File: config.mk
export PLATFORM = sky130hd
export DESIGN_NAME = two_class_ticket_queue
export DESIGN_NICKNAME = d
export VERILOG_FILES = /design/src/hdl/ttq_pkg.sv /design/src/hdl/ttq_ram.sv /design/src/hdl/ttq_ptr.sv /design/src/hdl/two_class_ticket_queue.sv
export SDC_FILE = /design/constraint.sdc
export NUM_CORES = 2
export LEC_CHECK = 0
export BUFFER_PORTS_ARGS = -buffer_cell sky130_fd_sc_hd__buf_2
export CAP_MARGIN = 10
export CORE_MARGIN = 2
export CORE_UTILIZATION = 40
export DETAILED_ROUTE_END_ITERATION = 12
export GPL_TIMING_DRIVEN = 0
export HOLD_SLACK_MARGIN = 0.1
export PLACE_DENSITY = 0.57
export SLEW_MARGIN = 20
export SYNTH_ARGS = -nofsm -noshare
export SYNTH_HDL_FRONTEND = slang
export SYNTH_HIERARCHICAL = 1
export SYNTH_SLANG_ARGS = --single-unit
export TNS_END_PERCENT = 1
File: constraint.sdc
create_clock -name clock -period 68.9 [get_ports clock]
set_clock_uncertainty 0.2 [all_clocks]
set_input_delay 10.335 -clock clock [delete_from_list [all_inputs] [get_ports clock]]
set_output_delay 10.335 -clock clock [all_outputs]
set_load 0.02 [all_outputs]
File: src/hdl/ttq_pkg.sv
`timescale 1ns / 1ps
package ttq_pkg;

   localparam int QUEUE_DEPTH  = 64;
   localparam int TICKET_LIMIT = 999;

   localparam int TICKET_W  = 10;
   localparam int COUNTER_W = 8;
   localparam int STATUS_W  = 3;

   // occupancy map, one bit per ticket code
   localparam int MAP_DEPTH = 1 << TICKET_W;
   localparam int MAP_AW    = TICKET_W;

   // ticket store: class bit on top of the slot index
   localparam int QPTR_W      = (QUEUE_DEPTH > 1) ? $clog2(QUEUE_DEPTH) : 1;
   localparam int QCNT_W      = $clog2(QUEUE_DEPTH + 1);
   localparam int STORE_DEPTH = 2 * (1 << QPTR_W);
   localparam int STORE_AW    = QPTR_W + 1;

   localparam logic MODE_ENQUEUE   = 1'b0;
   localparam logic MODE_CALL      = 1'b1;
   localparam logic CLASS_NORMAL   = 1'b0;
   localparam logic CLASS_PRIORITY = 1'b1;

   typedef enum logic [STATUS_W-1:0] {
      STAT_ENQUEUED  = 3'd0,
      STAT_DUPLICATE = 3'd1,
      STAT_FULL      = 3'd2,
      STAT_CALLED    = 3'd3,
      STAT_EMPTY     = 3'd4
   } status_type;

   typedef enum logic [1:0] {
      ST_CLEAR,
      ST_IDLE,
      ST_EXEC
   } state_type;

   typedef struct packed {
      logic push;
      logic pop;
      logic cls;
   } ptr_cmd_type;

   typedef struct packed {
      logic              prio_nz;
      logic              norm_nz;
      logic              prio_full;
      logic              norm_full;
      logic [QPTR_W-1:0] prio_head;
      logic [QPTR_W-1:0] prio_tail;
      logic [QPTR_W-1:0] norm_head;
      logic [QPTR_W-1:0] norm_tail;
   } ptr_stat_type;

   function automatic logic [QPTR_W-1:0] slot_next(input logic [QPTR_W-1:0] pos);
      logic [QPTR_W-1:0] res;
      if (pos == QPTR_W'(QUEUE_DEPTH - 1)) begin
         res = '0;
      end else begin
         res = pos + QPTR_W'(1);
      end
      return res;
   endfunction

endpackage

File: src/hdl/ttq_ram.sv
`timescale 1ns / 1ps
module ttq_ram #(
   parameter int WIDTH = 8,
   parameter int DEPTH = 16
) (
   input  logic                     clock,
   input  logic                     wr_en,
   input  logic [$clog2(DEPTH)-1:0] wr_addr,
   input  logic [WIDTH-1:0]         wr_data,
   input  logic                     rd_en,
   input  logic [$clog2(DEPTH)-1:0] rd_addr,
   output logic [WIDTH-1:0]         rd_data
);

   logic [WIDTH-1:0] mem_ff [DEPTH];
   logic [WIDTH-1:0] rd_data_ff;

   always_ff @(posedge clock) begin
      if (wr_en) begin
         mem_ff[wr_addr] <= wr_data;
      end
      if (rd_en) begin
         rd_data_ff <= mem_ff[rd_addr];
      end
   end

   assign rd_data = rd_data_ff;

endmodule

File: src/hdl/ttq_ptr.sv
`timescale 1ns / 1ps
module ttq_ptr (
   input  logic                 clock,
   input  logic                 reset,
   input  ttq_pkg::ptr_cmd_type cmd,
   output ttq_pkg::ptr_stat_type stat
);
   import ttq_pkg::*;

   logic [QPTR_W-1:0] prio_head_ff, prio_head_in, prio_tail_ff, prio_tail_in;
   logic [QPTR_W-1:0] norm_head_ff, norm_head_in, norm_tail_ff, norm_tail_in;
   logic [QCNT_W-1:0] prio_cnt_ff, prio_cnt_in, norm_cnt_ff, norm_cnt_in;

   always_comb begin
      prio_head_in = prio_head_ff;
      prio_tail_in = prio_tail_ff;
      prio_cnt_in  = prio_cnt_ff;
      norm_head_in = norm_head_ff;
      norm_tail_in = norm_tail_ff;
      norm_cnt_in  = norm_cnt_ff;
      if (cmd.push) begin
         if (cmd.cls == CLASS_PRIORITY) begin
            prio_tail_in = slot_next(prio_tail_ff);
            prio_cnt_in  = prio_cnt_ff + QCNT_W'(1);
         end else begin
            norm_tail_in = slot_next(norm_tail_ff);
            norm_cnt_in  = norm_cnt_ff + QCNT_W'(1);
         end
      end else if (cmd.pop) begin
         if (cmd.cls == CLASS_PRIORITY) begin
            prio_head_in = slot_next(prio_head_ff);
            prio_cnt_in  = prio_cnt_ff - QCNT_W'(1);
         end else begin
            norm_head_in = slot_next(norm_head_ff);
            norm_cnt_in  = norm_cnt_ff - QCNT_W'(1);
         end
      end
   end

   always_ff @(posedge clock) begin
      if (reset) begin
         prio_head_ff <= '0;
         prio_tail_ff <= '0;
         prio_cnt_ff  <= '0;
         norm_head_ff <= '0;
         norm_tail_ff <= '0;
         norm_cnt_ff  <= '0;
      end else begin
         prio_head_ff <= prio_head_in;
         prio_tail_ff <= prio_tail_in;
         prio_cnt_ff  <= prio_cnt_in;
         norm_head_ff <= norm_head_in;
         norm_tail_ff <= norm_tail_in;
         norm_cnt_ff  <= norm_cnt_in;
      end
   end

   always_comb begin
      stat.prio_nz   = (prio_cnt_ff != '0);
      stat.norm_nz   = (norm_cnt_ff != '0);
      stat.prio_full = (prio_cnt_ff == QCNT_W'(QUEUE_DEPTH));
      stat.norm_full = (norm_cnt_ff == QCNT_W'(QUEUE_DEPTH));
      stat.prio_head = prio_head_ff;
      stat.prio_tail = prio_tail_ff;
      stat.norm_head = norm_head_ff;
      stat.norm_tail = norm_tail_ff;
   end

endmodule

File: src/hdl/two_class_ticket_queue.sv
// two-class ticket queue: priority fifo served before normal fifo, duplicate check by map
// result: memories read on acceptance, then registered when the response register is free
// one request at a time: the next waits for the read then write-back of the memories
// reset: synchronous; then a clearing pass over all 1024 occupancy map entries, req_stall high
// fifo pointers and counts clear at once; ticket store contents stay undefined
`timescale 1ns / 1ps
module two_class_ticket_queue (
   input  logic                            clock,
   input  logic                            reset,
   // request channel
   input  logic                            req_valid,
   output logic                            req_stall,
   input  logic                            req_mode,
   input  logic [ttq_pkg::TICKET_W-1:0]    req_ticket_number,
   input  logic                            req_is_priority,
   input  logic [ttq_pkg::COUNTER_W-1:0]   req_counter_id,
   // response channel
   output logic                            rsp_valid,
   input  logic                            rsp_stall,
   output logic [ttq_pkg::STATUS_W-1:0]    rsp_status,
   output logic [ttq_pkg::TICKET_W-1:0]    rsp_called_ticket,
   output logic                            rsp_called_priority,
   output logic [ttq_pkg::COUNTER_W-1:0]   rsp_called_counter
);
   import ttq_pkg::*;

   // sequencer state and clearing sweep
   state_type         state_ff, state_in;
   logic [MAP_AW-1:0] clr_ff, clr_in;
   logic              clearing, executing, clr_done;

   // request captured at acceptance (payload, no reset)
   logic                 mode_ff, prio_ff;
   logic [TICKET_W-1:0]  ticket_ff;
   logic [COUNTER_W-1:0] counter_ff;

   // response register
   logic                 rsp_valid_ff, rsp_valid_in;
   status_type           status_ff, status_in;
   logic [TICKET_W-1:0]  called_ticket_ff, called_ticket_in;
   logic                 called_prio_ff, called_prio_in;
   logic [COUNTER_W-1:0] called_counter_ff, called_counter_in;

   logic accept, out_free, finish;

   // fifo bookkeeping
   ptr_cmd_type  ptr_cmd;
   ptr_stat_type ptr_stat;

   // ticket store port signals
   logic                st_wr_en, st_rd_en;
   logic [STORE_AW-1:0] st_wr_addr, st_rd_addr;
   logic [TICKET_W-1:0] st_rd_data;

   // occupancy map port signals
   logic              map_wr_en;
   logic [MAP_AW-1:0] map_wr_addr;
   logic [0:0]        map_wr_data, map_rd_data;

   // decode of the request being executed
   logic ticket_bad, class_full, call_any, call_cls, do_push, do_pop;

   // ---------------------------------------------------------------- sequencer
   assign clr_done = (clr_ff == MAP_AW'(MAP_DEPTH - 1));

   // next state
   always_comb begin
      state_in = state_ff;
      case (state_ff)
         ST_CLEAR: begin
            if (clr_done) begin
               state_in = ST_IDLE;
            end
         end
         ST_IDLE: begin
            if (accept) begin
               state_in = ST_EXEC;
            end
         end
         ST_EXEC: begin
            // hold here until the response register can take the result
            if (out_free) begin
               state_in = ST_IDLE;
            end
         end
         default: begin
            state_in = ST_CLEAR;
         end
      endcase
   end

   // state decode
   always_comb begin
      req_stall = 1'b1;
      clearing  = 1'b0;
      executing = 1'b0;
      case (state_ff)
         ST_CLEAR: begin
            clearing = 1'b1;
         end
         ST_IDLE: begin
            req_stall = 1'b0;
         end
         ST_EXEC: begin
            executing = 1'b1;
         end
         default: begin
            req_stall = 1'b1;
         end
      endcase
   end

   assign clr_in = clearing ? clr_ff + MAP_AW'(1) : clr_ff;

   always_ff @(posedge clock) begin
      if (reset) begin
         state_ff <= ST_CLEAR;
         clr_ff   <= '0;
      end else begin
         state_ff <= state_in;
         clr_ff   <= clr_in;
      end
   end

   // ---------------------------------------------------------------- handshakes
   assign accept   = req_valid && !req_stall;
   // the response register is free when empty or being drained this cycle
   assign out_free = !rsp_valid_ff || !rsp_stall;
   assign finish   = executing && out_free;

   always_ff @(posedge clock) begin
      if (accept) begin
         mode_ff    <= req_mode;
         prio_ff    <= req_is_priority;
         ticket_ff  <= req_ticket_number;
         counter_ff <= req_counter_id;
      end
   end

   // ---------------------------------------------------------------- read phase
   // on acceptance both memories are read: the map at the offered ticket and the
   // store at the head of the class that a call would serve; read data then holds
   // until the next transaction is taken
   assign st_rd_en   = accept;
   assign st_rd_addr = ptr_stat.prio_nz ? {CLASS_PRIORITY, ptr_stat.prio_head}
                                        : {CLASS_NORMAL, ptr_stat.norm_head};

   // ---------------------------------------------------------------- modify / write-back
   assign ticket_bad = (ticket_ff == '0) || (32'(ticket_ff) > 32'(TICKET_LIMIT))
                       || map_rd_data[0];
   assign class_full = (prio_ff == CLASS_PRIORITY) ? ptr_stat.prio_full : ptr_stat.norm_full;
   assign call_any   = ptr_stat.prio_nz || ptr_stat.norm_nz;
   assign call_cls   = ptr_stat.prio_nz ? CLASS_PRIORITY : CLASS_NORMAL;

   assign do_push = finish && (mode_ff == MODE_ENQUEUE) && !ticket_bad && !class_full;
   assign do_pop  = finish && (mode_ff == MODE_CALL) && call_any;

   always_comb begin
      ptr_cmd.push = do_push;
      ptr_cmd.pop  = do_pop;
      ptr_cmd.cls  = (mode_ff == MODE_CALL) ? call_cls : prio_ff;
   end

   // enqueue writes the ticket at the tail of its class
   assign st_wr_en   = do_push;
   assign st_wr_addr = (prio_ff == CLASS_PRIORITY) ? {CLASS_PRIORITY, ptr_stat.prio_tail}
                                                  : {CLASS_NORMAL, ptr_stat.norm_tail};

   // map: clearing sweep, mark on enqueue, release on call
   always_comb begin
      map_wr_en   = 1'b0;
      map_wr_addr = ticket_ff;
      map_wr_data = 1'b0;
      if (clearing) begin
         map_wr_en   = 1'b1;
         map_wr_addr = clr_ff;
      end else if (do_push) begin
         map_wr_en   = 1'b1;
         map_wr_data = 1'b1;
      end else if (do_pop) begin
         map_wr_en   = 1'b1;
         map_wr_addr = st_rd_data;
      end
   end

   // ---------------------------------------------------------------- result
   always_comb begin
      status_in         = STAT_EMPTY;
      called_ticket_in  = '0;
      called_prio_in    = 1'b0;
      called_counter_in = '0;
      if (mode_ff == MODE_ENQUEUE) begin
         if (ticket_bad) begin
            status_in = STAT_DUPLICATE;
         end else if (class_full) begin
            status_in = STAT_FULL;
         end else begin
            status_in = STAT_ENQUEUED;
         end
      end else if (call_any) begin
         status_in         = STAT_CALLED;
         called_ticket_in  = st_rd_data;
         called_prio_in    = call_cls;
         called_counter_in = counter_ff;
      end
   end

   always_comb begin
      rsp_valid_in = rsp_valid_ff;
      if (finish) begin
         rsp_valid_in = 1'b1;
      end else if (rsp_valid_ff && !rsp_stall) begin
         rsp_valid_in = 1'b0;
      end
   end

   always_ff @(posedge clock) begin
      if (reset) begin
         rsp_valid_ff <= 1'b0;
      end else begin
         rsp_valid_ff <= rsp_valid_in;
      end
   end

   always_ff @(posedge clock) begin
      if (finish) begin
         status_ff         <= status_in;
         called_ticket_ff  <= called_ticket_in;
         called_prio_ff    <= called_prio_in;
         called_counter_ff <= called_counter_in;
      end
   end

   assign rsp_valid           = rsp_valid_ff;
   assign rsp_status          = status_ff;
   assign rsp_called_ticket   = called_ticket_ff;
   assign rsp_called_priority = called_prio_ff;
   assign rsp_called_counter  = called_counter_ff;

   // ---------------------------------------------------------------- instances
   ttq_ptr u_ptr (
      .clock (clock),
      .reset (reset),
      .cmd   (ptr_cmd),
      .stat  (ptr_stat)
   );

   // both classes share one store, class bit on top of the address
   ttq_ram #(
      .WIDTH (TICKET_W),
      .DEPTH (STORE_DEPTH)
   ) u_store (
      .clock   (clock),
      .wr_en   (st_wr_en),
      .wr_addr (st_wr_addr),
      .wr_data (ticket_ff),
      .rd_en   (st_rd_en),
      .rd_addr (st_rd_addr),
      .rd_data (st_rd_data)
   );

   ttq_ram #(
      .WIDTH (1),
      .DEPTH (MAP_DEPTH)
   ) u_map (
      .clock   (clock),
      .wr_en   (map_wr_en),
      .wr_addr (map_wr_addr),
      .wr_data (map_wr_data),
      .rd_en   (accept),
      .rd_addr (req_ticket_number),
      .rd_data (map_rd_data)
   );

endmodule

==> metrics.md <==
| Metric | Value |
|---|---|
| Run status | `complete, no violations` |
| Net Sw Frac | `20.8%` |
| Setup TNS | `0 ps` |
| Most common cell in the netlist | `edfxtp_1` |
| Initial core utilization | `40.2%` |
| Final min period | `15580 ps` |
| Via count | `56000` |
| Internal power | `2.35 mW` |
| TritonCTS clock tree | `yes` |
| Crit path max fanout | `10` |
| Synth-to-Final Area Change | `14.7%` |
| Max-slew headroom | `12.3%` |
| Cell Rows | `182` |
| Final net count | `6054` |
| Worst setup SP type | `primary input` |
| Synth unique cells | `83` |
| Multi-input logic area | `25100 sq um` |
| Tightest Pin Transition | `1320 ps` |
| Initial antenna violation count | `10` |
| Ys Warns | `6` |
| Die area | `251000 sq um` |
| Total wire length | `304000 microns` |
| Resized cells post-CTS | `0` |
| Worst endpoint data arrival time | `15810 ps` |
| Endpoint class of the critical path | `register` |
| Fmax | `64.2 MHz` |
| Comb pwr share | `2.2%` |
| Synth area leaders | `edfxtp_1, mux4_2, nor2_1` |
| Fill cells | `21000` |
| Worst endpoint required time | `69130 ps` |
| Final std cells w/o fill | `9456` |
| Synth area leader | `edfxtp_1` |
| Clk_lat worst skew | `900 ps` |
| Die Height | `501 microns` |
| Tcrit/Tclk final | `22.6%` |
| Worst VDD drop | `0.0000232 V` |
| Critical path class | `in -> reg` |
| Detailed placement HPWL | `203000 microns` |
| Synth Flop Type | `edfxtp_1` |
| Seq pwr share | `53.3%` |
| Postcts setup bufs | `0` |
| Placer congestion estimate | `0.928` |
| Clk sinks | `2408` |
| Pin count of the biggest net entering global routing | `28` |
| First-pass GRT wire length | `420000 microns` |
| Max-slew violations | `0` |
| Die X | `501 microns` |
| Detailed Route Iter0 Violations | `7444` |
| Hold Violations, Final | `0` |
| Post-Syn Nets | `5605` |
| Clock Path Buffers | `3` |
| Max Cap Violations | `0` |
| Core area | `246000 sq um` |
| Ys async rst share | `0%` |
| PwrDens | `26.2 nW/um^2` |
| Wire per inst | `32.1 microns` |
| Post-Syn Instances | `5564` |
| Via/cell ratio | `5.92` |
| Clock root buffer | `clkbuf_16` |
| Leak pwr | `36.7 nW` |
| CTS Hold Buffers Added | `0` |
| Post-Syn Area | `98800 sq um` |
| Vias in the first global route | `55300` |
| Placed Instances | `8991` |
| Drt pass-1 iters | `6` |
| Seq/Total Area, Yosys | `72.6%` |
| Pwr Total | `2.97 mW` |
| PortBufs | `47` |
| Htree depth | `4` |
| DRT antenna net count | `0` |
| Register Area | `71800 sq um` |
| DRC viols | `0` |
| Overall Global Routing Usage | `23.9%` |
| #FFs+latches synth | `2408` |
| Clk pwr share | `44.6%` |
| Fraction of layout cells with a size suffix above 1 | `22.7%` |
| Setup violations, final | `0` |
| I/O pins | `48` |
| Sw Pwr | `0.619 mW` |
| Worst hold path class | `reg -> reg` |
| Post-synth top area share | `71.6%` |
| RSZ-0062 raised after global routing | `false` |
| Synthesized area per cell | `17.8 sq um` |
| Cts bufs inserted | `240` |
| Total gr overflow | `0` |
| Synth cell count leaders | `edfxtp_1, nor2_1, mux4_2` |
| Post-synth EDFFs | `2357` |
| Clock transition at the registers of the reported paths | `60 ps` |
-- power groups by stage --
stage | registers (mW) | logic [mW] | clock network [mW]
finish | 1.58 | 0.0649 | 1.33
global route | 1.58 | 0.0643 | 1.40
CTS | 1.58 | 0.0625 | 1.35
detailed placement | 1.61 | 0.0623 | 0
global placement | 1.61 | 0.0623 | 0
floorplan | 1.61 | 0.0299 | 0
-- flip-flops by register name (all words and copies together), names as in the netlist --
register / cells
clr_ff: 10
counter_ff: 8
mode_ff: 1
prio_ff: 1
rsp_called_counter: 8
rsp_called_priority: 1
rsp_called_ticket: 10
rsp_status: 3
rsp_valid: 1
state_ff: 2
ticket_ff: 10
u_map/mem_ff: 1024
u_map/rd_data: 1
u_ptr/norm_cnt_ff: 7
u_ptr/norm_head_ff: 6
u_ptr/norm_tail_ff: 6
u_ptr/prio_cnt_ff: 7
u_ptr/prio_head_ff: 6
u_ptr/prio_tail_ff: 6
u_store/mem_ff: 1280
u_store/rd_data: 10
-- per-layer routing --
layer,wire length (microns),GRT usage [%]
met5,13,0
met3,28800,5.25
met2,145000,38.6
met1,117000,31.7
met4,13600,9.50
-- final timing paths --
check                           cells after the start                    to  slack, ps                 start
worst max-delay path                               12         u_map/rd_data      53320  req_ticket_number[2]
worst min-delay path                                2  u_ptr/prio_cnt_ff[4]        280  u_ptr/prio_cnt_ff[4]
worst max register to register                     11    u_store/rd_data[2]      62120  u_ptr/prio_cnt_ff[2]
worst min register to register                      2  u_ptr/prio_cnt_ff[4]        280  u_ptr/prio_cnt_ff[4]
-- kinds of logic (layout without fill, tap and decap cells) --
family | count (synthesis) | in the layout | share of synthesized area [%]
DFF | 2408 | 2408 | 72.6
other | 0 | 10 | 0
buffers and inverters | 445 | 1107 | 2.08
adders and majority gates | 17 | 17 | 0.230
AOI/OAI and AO/OA | 251 | 251 | 1.79
muxes | 801 | 801 | 16.2
xor gates and xnor gates | 26 | 26 | 0.230
and+or+nand+nor | 1616 | 1616 | 6.80
-- cells in the final DEF (no fill, tap or decap), types with 44 or more instances in the layout --
cell	n
o221ai_1	49
mux4_2	620
nor2_1	1187
buf_1	60
buf_4	85
edfxtp_1	2357
clkinv_1	61
buf_8	62
nand2_1	137
dfxtp_1	51
clkbuf_1	263
clkbuf_16	241
nand3_1	71
nor3_1	44
a21oi_1	54
buf_2	107
clkbuf_2	49
mux2i_1	139
-- stage by stage --
| stage | hold slack [ps] | area, sq um | setup WS, ps | util [%] |
|---|---|---|---|---|
| after floorplan | 249 | 98800 | 12250 | - |
| after global placement | 271 | 103000 | -15660 | 42.0 |
| after detailed placement | 272 | 105000 | 52730 | 42.8 |
| after CTS | 284 | 113000 | 53660 | 46.1 |
| after global routing | 310 | 113000 | 53550 | 46.1 |
| final | 284 | 113000 | 53320 | 46.1 |
-- critical path, stage by stage --
cell       delay, ps
buf_2            160
clkbuf_1         710
clkinv_1        1100
buf_4            570
clkbuf_1         570
clkbuf_2         600
a21oi_1          250
nor3_1            60
nor3_1           490
nor3_1           230
a32oi_1          210
o2111ai_1        470
-- final cells by class --
class	count	area share (%)
Antenna cell	10	0.0221
Buffer	431	1.83
Clock buffer	299	5.60
Clock inverter	156	1.47
Inverter	14	0.0464
Multi-Input combinational cell	2711	22.1
Sequential cell	2408	63.4
Tap cell	3220	3.56
Timing Repair Buffer	207	1.97
(Power assumes the default switching activity.)
